`src/hw/rtl/cdc_pkg.sv`:
```
// ----------------------------------------------------------------------------
// cdc_pkg
// Shared types and constants for the collatz descent checker.
// ----------------------------------------------------------------------------
`default_nettype none

package cdc_pkg;

    localparam int MULT_W      = 64;
    localparam int START_EXP_W = 7;
    localparam int HORIZON_W   = 16;
    localparam int STEP_W      = 17;
    localparam int OUTCOME_W   = 2;
    localparam int CFG_DATA_W  = 16;
    localparam int CFG_IDX_W   = 1;

    // register indexes
    localparam logic [CFG_IDX_W-1:0] REG_START_EXP = 1'd0;
    localparam logic [CFG_IDX_W-1:0] REG_HORIZON   = 1'd1;

    localparam logic [START_EXP_W-1:0] START_EXP_RESET = 7'd10;
    localparam logic [HORIZON_W-1:0]   HORIZON_RESET   = 16'd1000;

    // outcome codes
    localparam logic [OUTCOME_W-1:0] OUT_DESCENDED = 2'd0;
    localparam logic [OUTCOME_W-1:0] OUT_SURVIVED  = 2'd1;
    localparam logic [OUTCOME_W-1:0] OUT_OVERFLOW  = 2'd2;

    typedef struct packed {
        logic ovf;  // result needs more than the value width
        logic ge;   // subtract form: minuend not below subtrahend
    } t_alu_flags;

endpackage

`default_nettype wire

```
`src/hw/rtl/cdc_alu.sv`:
```
// ----------------------------------------------------------------------------
// cdc_alu
// Shared wide adder with carry-in, used for tripling, decrement and compare.
// ----------------------------------------------------------------------------
`default_nettype none

module cdc_alu #(
    parameter int WIDTH = 130
) (
    input  wire logic [WIDTH-1:0] i_a,
    input  wire logic [WIDTH-1:0] i_b,
    input  wire logic             i_cin,
    output logic [WIDTH-1:0]      o_sum,
    output cdc_pkg::t_alu_flags   o_flags
);

    always_comb begin
        o_sum         = i_a + i_b + WIDTH'(i_cin);
        // two guard bits sit above the value width
        o_flags.ovf   = |o_sum[WIDTH-1:WIDTH-2];
        o_flags.ge    = o_sum[WIDTH-2];
    end

endmodule

`default_nettype wire

```
`config.mk`:
```
export PLATFORM = sky130hd
export DESIGN_NAME = cdc_alu
export DESIGN_NICKNAME = d
export VERILOG_FILES = /design/src/hw/rtl/cdc_pkg.sv /design/src/hw/rtl/cdc_alu.sv
export SDC_FILE = /design/constraint.sdc
export NUM_CORES = 1
export LEC_CHECK = 0
export BUFFER_PORTS_ARGS = -buffer_cell sky130_fd_sc_hd__buf_2
export CORE_ASPECT_RATIO = 1.2
export CORE_MARGIN = 10
export CORE_UTILIZATION = 47
export DETAILED_ROUTE_END_ITERATION = 12
export PLACE_DENSITY = 0.78
export SLEW_MARGIN = 40
export SYNTH_ARGS = -nofsm -noshare
export SYNTH_HDL_FRONTEND = slang
export SYNTH_SLANG_ARGS = --single-unit
export TNS_END_PERCENT = 10
```
`constraint.sdc`:
```
create_clock -name vclk -period 7.2
set_input_delay 1.44 -clock vclk [all_inputs]
set_output_delay 1.44 -clock vclk [all_outputs]
set_load 0.01 [all_outputs]
```
Word level (Yosys, flattened, before mapping)

Index checks and enable logic that the tools add are counted.

Register bits after elaboration: 0
Bits of input ports: 261
Output and inout port bits: 132
Word-level logic and storage cells: 3

Add/subtract/negate cells: 2
Reductions and logical operators: 1

Operators by type and width:

| operator            | count |
|---|---|
| $add A130 B1 Y130   | 1 |
| $add A130 B130 Y130 | 1 |
| $reduce_or A2 Y1    | 1 |

Longest topological paths before layout

Gate-level depths: netlist of the first run.

Depth after elaboration: 3
Gate-level depth with buffers: 15
Gate-level depth less buffers: 15

Least setup slack after synthesis of the first run

No wires, ideal clock.

Path type: input port to output port
From: input port i_a[0]
To: output port o_flags[1] (netlist name)
Arrival time: 4.549 ns
Required time: 5.760 ns
Path slack: 1.211 ns
Stages on the path: 15
Path buffers: 0
Path through: inv_1 fa_1 inv_1 fa_1 a211oi_1 o21ai_1 a32oi_1 a211oi_1 o21ai_0 and3_1 o31a_1 o211ai_1 a31oi_1 xnor2_2 or2_1

RTL lines:

| what            | RTL line      | RTL |
|---|---|---|
| start, declared | cdc_alu.sv:10 | `input wire logic [WIDTH-1:0] i_a,` |
| end, declared   | cdc_alu.sv:14 | `output cdc_pkg::t_alu_flags o_flags` |

Worst setup path after layout of the first run

From: input port i_a[0]
To: output port o_sum[118]

Word-level cells in the longest chain between the ends: 2

Ends and longest elaborated chain:

| what                | RTL line      | RTL |
|---|---|---|
| $add A130 B130 Y130 | cdc_alu.sv:18 | `o_sum = i_a + i_b + WIDTH'(i_cin);` |
| $add A130 B1 Y130   | cdc_alu.sv:18 |  |
| end, declared       | cdc_alu.sv:13 | `output logic [WIDTH-1:0] o_sum,` |

No other way between the ends.

==> metrics, run 1 <==
outcome complete, no violations; drt drc 0; most common cell in the netlist a21oi_1; Yosys top cell area share 18.53%; Iteration-0 DRC Markers 973; post-synthesis sequential area ratio 0%; antenna-violating nets left 0; Hold Crit Start i_b[1]; num rows 54; pre-CTS setup slack 400.3 ps; dpl cells 1888; Netlist cell types 79; Final setup viols 0; Die Span Y 168.6 um; RSZ-0062 raised after global routing no; Cell Area, Synth 0.008645 mm^2; Ant. Diodes 0; postcts setup bufs 0; WP data arrival 5520 ps; grt ovf 0; Fmax 143.8 MHz; worst setup margin 243.6 ps; grt met3 use 4.619%; setup TNS 0 ps; die area 0.02424 mm^2; # IOs 393; Core Util, Final 58.42%; endpoints failing hold 0; post-synthesis cell count 1338; die width 143.8 um; synthesized area per cell 6.461 um^2; Slew headroom 44.49%; number of buffers added on ports 393; Layout Nets 2057; Layout Cells excl Fill 1888; crit-path max FO 4; # clk buffers 0; Max Cap Viol 0; Placed Area 0.01058 mm^2; Data required, critical path 5760 ps; initial antenna violation count 1; design area 0.01058 mm^2; power density over the cells 115.0 mW/mm^2; Storage cell area 0 um^2; largest cells by area after synthesis ha_1, a21oi_1, xnor2_1; Layout area overhead 22.38%; total number of yosys warnings 0; P_leak 5.073 nW; top cells by count, synth a21oi_1, nand2_1, ha_1; Fillers 1857; GR peak layer met2; largest net degree at the start of global routing 14; kind of critical path primary input to primary output; post-CTS sizing 0; met1 Resource Use GR 35.65%; drt wl/cell 20.98 um; Worst setup EP type primary output; grt met2 use 54.41%; Pwr Total 1.216 mW; hpwl dp 35.12 mm; fraction of layout cells with a size suffix above 1 25.60%; DR pass1 iterations 6; final worst-path cycle share 96.62%; vias per inst 6.203; synthesized net count 1729; first-pass GRT wire length 60.66 mm; Hold WC Path Type primary input to primary output; actual slew at the worst max-slew pin 830.5 ps; GR Util All Layers 30.11%; worst hold endpoint o_sum[1]; Peak supply drop 0.00006206 V; fin crit period 6956 ps; hold_ws 3274 ps; seq_cells 0; final count of pins violating max slew 0; via count 11710; Initial Util 47.74%; Routed WL 39.62 mm; RD Place Congestion 1.030; CTS Hold Bufs 0; dominant cell type by area after synthesis ha_1; CORE AREA 0.01811 mm^2; vias in the first global route 11560; CP startpoint kind primary input; hold path depth 3
per-layer routing:
layer | share of wire (%) | routed length, um
met1 | 40 | 15740
met2 | 49 | 19490
met3 | 8.0 | 3179
met4 | 3.0 | 1195
met5 | 0.028 | 11
placed cells by master, fill, tap and decap left out, types with 4 or more instances in the layout:
master	n
a211oi_1	8
a21boi_0	9
a21o_1	50
a21oi_1	190
a221oi_1	5
a31oi_1	17
and2_1	6
and3_1	8
and4_1	5
buf_2	393
ha_1	128
inv_1	42
nand2_1	144
nand2b_1	8
nand3_1	22
nand4_1	65
nor2_1	121
nor2b_1	11
nor3_1	25
nor4_1	9
o211ai_1	12
o21a_1	16
o21ai_0	103
o21ai_1	7
o21bai_1	38
o221ai_1	4
o31ai_1	15
or2_2	8
or3_1	4
xnor2_1	76
xor2_1	49
area by class of cell:
cell class	instances	area (um^2)	area share, %
multi-input combinational	1226	8152	77.05
timing repair buffer	396	1989	18.81
tap	224	280.3	2.649
inverter	42	157.7	1.490
where the power goes:
| part | total (mW) | internal, mW | leakage, nW | switching [mW] |
|---|---|---|---|---|
| Combinational | 1.22 | 0.475 | 5.07 | 0.742 |
| Sequential | 0 | 0 | 0 | 0 |
| Clock | 0 | 0 | 0 | 0 |
cells by family (layout without fill, tap and decap cells):
| kind of cell | count (synthesis) | in the layout | synth area share [%] |
|---|---|---|---|
| buffers and inverters | 112 | 438 | 5.703 |
| XOR/XNOR | 126 | 126 | 12.85 |
| AND/OR/NAND/NOR | 451 | 451 | 24.81 |
| AO/OA/AOI/OAI | 519 | 519 | 37.65 |
| adder cells (fa/ha/maj) | 130 | 130 | 18.99 |
worst max path at each step:
stage                 end  slack [ps]  cells past startpoint   start
6_report       o_sum[118]         240                     17  i_a[0]
5_1_grt         o_sum[66]          20                     18  i_a[0]
4_1_cts        o_sum[118]         340                     17  i_a[0]
3_5_place_dp   o_sum[118]         400                     17  i_a[0]
3_3_place_gp   o_sum[122]         590                     16  i_a[0]
2_1_floorplan  o_flags[1]        1210                     15  i_a[0]
worst max-delay path, stage by stage:
cell	delay [ps]
buf_2	80
inv_1	40
fa_1	440
inv_1	90
fa_1	230
a211oi_1	90
o21ai_1	280
a32oi_1	290
a2111oi_1	860
o21ai_0	220
nand3_1	210
o21ai_1	170
o21ai_1	390
a21oi_1	170
o21ai_1	180
xor2_1	170
buf_2	150
Note: power is estimated with default switching activity, not from simulation.
==> run 2: changes to the inputs <==
--- a/config.mk
+++ b/config.mk
@@ -8,9 +8,9 @@
 export BUFFER_PORTS_ARGS = -buffer_cell sky130_fd_sc_hd__buf_2
 export CORE_ASPECT_RATIO = 1.2
 export CORE_MARGIN = 10
-export CORE_UTILIZATION = 47
+export CORE_UTILIZATION = 46
 export DETAILED_ROUTE_END_ITERATION = 12
-export PLACE_DENSITY = 0.78
+export PLACE_DENSITY = 0.8
 export SLEW_MARGIN = 40
 export SYNTH_ARGS = -nofsm -noshare
 export SYNTH_HDL_FRONTEND = slang
==> constraint.sdc (replaced) <==
create_clock -name vclk -period 6
set_input_delay 1.2 -clock vclk [all_inputs]
set_output_delay 1.2 -clock vclk [all_outputs]
set_load 0.01 [all_outputs]
==> run 2 against run 1 <==
  * Final cell count up 3.7%
  * Count of clock-buffer cells in the layout unchanged
  * First-iteration DRC count down 8.9%
==> metrics, run 2 (synthesis results as in run 1) <==
crit path cell chain buf_2 -> ha_1 -> nand4_1 -> or4_4 -> nand2b_4 -> a311oi_4 -> o31ai_2 -> a2111oi_4 -> o211ai_2 -> and3b_4 -> o21a_2 -> o21ai_1 -> xor2_1 -> buf_2; Iteration-0 DRC Markers 886 (-8.9%); number of buffers added on ports 393 (unchanged); Slew headroom 53.58% (+9.1 points); most common cell after layout, fill and taps aside buf_2; WP data arrival 4630 ps (-890 ps); via count 11880 (+1.5%); Final setup viols 0 (unchanged); postcts setup bufs 0 (unchanged); fraction of layout cells with a size suffix above 1 28.14% (+2.5 points); design area 0.01102 mm^2 (+4.2%); drt drc 0 (unchanged); family with the most delay on the worst path compound AO/OA/AOI/OAI gates; # clk buffers 0 (unchanged); actual slew at the worst max-slew pin 691.0 ps (-139.5 ps); Storage cell area 0 um^2 (unchanged); Data required, critical path 4800 ps (-960 ps); num rows 54 (unchanged); Worst setup EP type primary output; Max Cap Viol 0 (unchanged); Hold WC Path Type primary input to primary output; max incr delay on CP 560 ps (-300 ps); Placed Area 0.01090 mm^2 (+3.1%); vias per inst 6.068 (-2.2%); Top cell by count, worst path buf_2; power density over the cells 136.9 mW/mm^2 (+19%); setup TNS 0 ps (unchanged); Die Span Y 170.2 um (+0.95%); Core Util, Final 60.21% (+1.8 points); Layout Nets 2095 (+1.8%); Peak supply drop 0.00006741 V (+8.6%); seq_cells 0 (unchanged); Fillers 1822 (-1.9%); most frequent cells in the layout buf_2, a21oi_1, nand2_1, ha_1, nor2_1; RSZ-0062 raised after global routing yes; DR pass1 iterations 7 (+1); grt ovf 0 (unchanged); endpoints failing hold 0 (unchanged); final worst-path cycle share 97.20%; CORE AREA 0.01831 mm^2 (+1.1%); CP max stage cell or4_4; CP startpoint kind primary input; crit-path max FO 4 (unchanged); Layout area overhead 27.53%; WP buf/inv 2 (-2); GR Util All Layers 30.01% (-0.099 points); final count of pins violating max slew 0 (unchanged); # IOs 393 (unchanged); antenna-violating nets left 0 (unchanged); fin crit period 5832 ps; die area 0.02470 mm^2 (+1.9%); vias in the first global route 11870 (+2.6%); drt wl/cell 20.77 um (-1.0%); largest net degree at the start of global routing 14 (unchanged); RD Place Congestion 1.025 (-0.48%); outcome complete, no violations; Initial Util 47.21% (-0.53 points); initial antenna violation count 4 (+3); Routed WL 40.67 mm (+2.7%); kind of critical path primary input to primary output; Fmax 171.5 MHz; die width 145.1 um (+0.93%); P_leak 5.276 nW (+4.0%); first-pass GRT wire length 62.43 mm (+2.9%); hpwl dp 36.16 mm (+3.0%)
## run 2: path summary, 6_finish.rpt
check / from / to / slack, ps / depth (start not counted)
worst max-delay path: i_a[33] / o_sum[125] / 170 / 14
worst min-delay path: i_b[1] / o_sum[1] / 2840 / 3
## run 2: worst min-delay path, delay by kind of cell
kind	cells	cell delay (ps)
buf+inv	2	240
fa+ha+maj	1	190
## run 2: stage by stage
| step | hold WS [ps] | total power [mW] | setup WS [ps] | std cells |
|---|---|---|---|---|
| 5_1_grt | 2857 | 1.629 | -37.50 | 1957 |
| 3_3_place_gp | 2808 | 1.468 | -230.9 | 1954 |
| 6_report | 2836 | 1.510 | 168.3 | 1958 |
| 4_1_cts | 2837 | 1.479 | -12.03 | 1954 |
| 2_1_floorplan | 2588 | 0.8929 | 490.5 | 1338 |
| 3_5_place_dp | 2830 | 1.471 | -115.6 | 1954 |
## run 2: layout make-up
type	count	area [um^2]	area share, %
diodes	4	10.01	0.09080
inverters	42	157.7	1.430
multi-input cells	1226	8267	74.99
well taps	252	315.3	2.860
repair buffers	434	2275	20.63
## run 2: routing by layer
layer | part of all wire, % | track usage, % | vias up | routed length [um]
met4 | 3.2 | 9.947 | 0 | 1289
met5 | 0 | 0 | - | 0
met1 | 40 | 35.42 | 5441 | 16300
met3 | 7.5 | 4.670 | 89 | 3055
met2 | 49 | 54.28 | 655 | 20030
li1 | - | - | 5696 | -
## run 2: what timing repair did
action	4_1_cts	5_1_grt
hold buffers	0	0
endpoints found under the setup margin	5	27
pin swaps	0	9
resized for setup	2	20
## run 2: power breakdown
| part | leakage [nW] | switching [mW] | total, mW | internal [mW] |
|---|---|---|---|---|
| Combinational | 5.28 | 0.909 | 1.51 | 0.601 |
| Sequential | 0 | 0 | 0 | 0 |
| Clock | 0.0000254 | 0 | 0.0000000896 | 0.0000000896 |
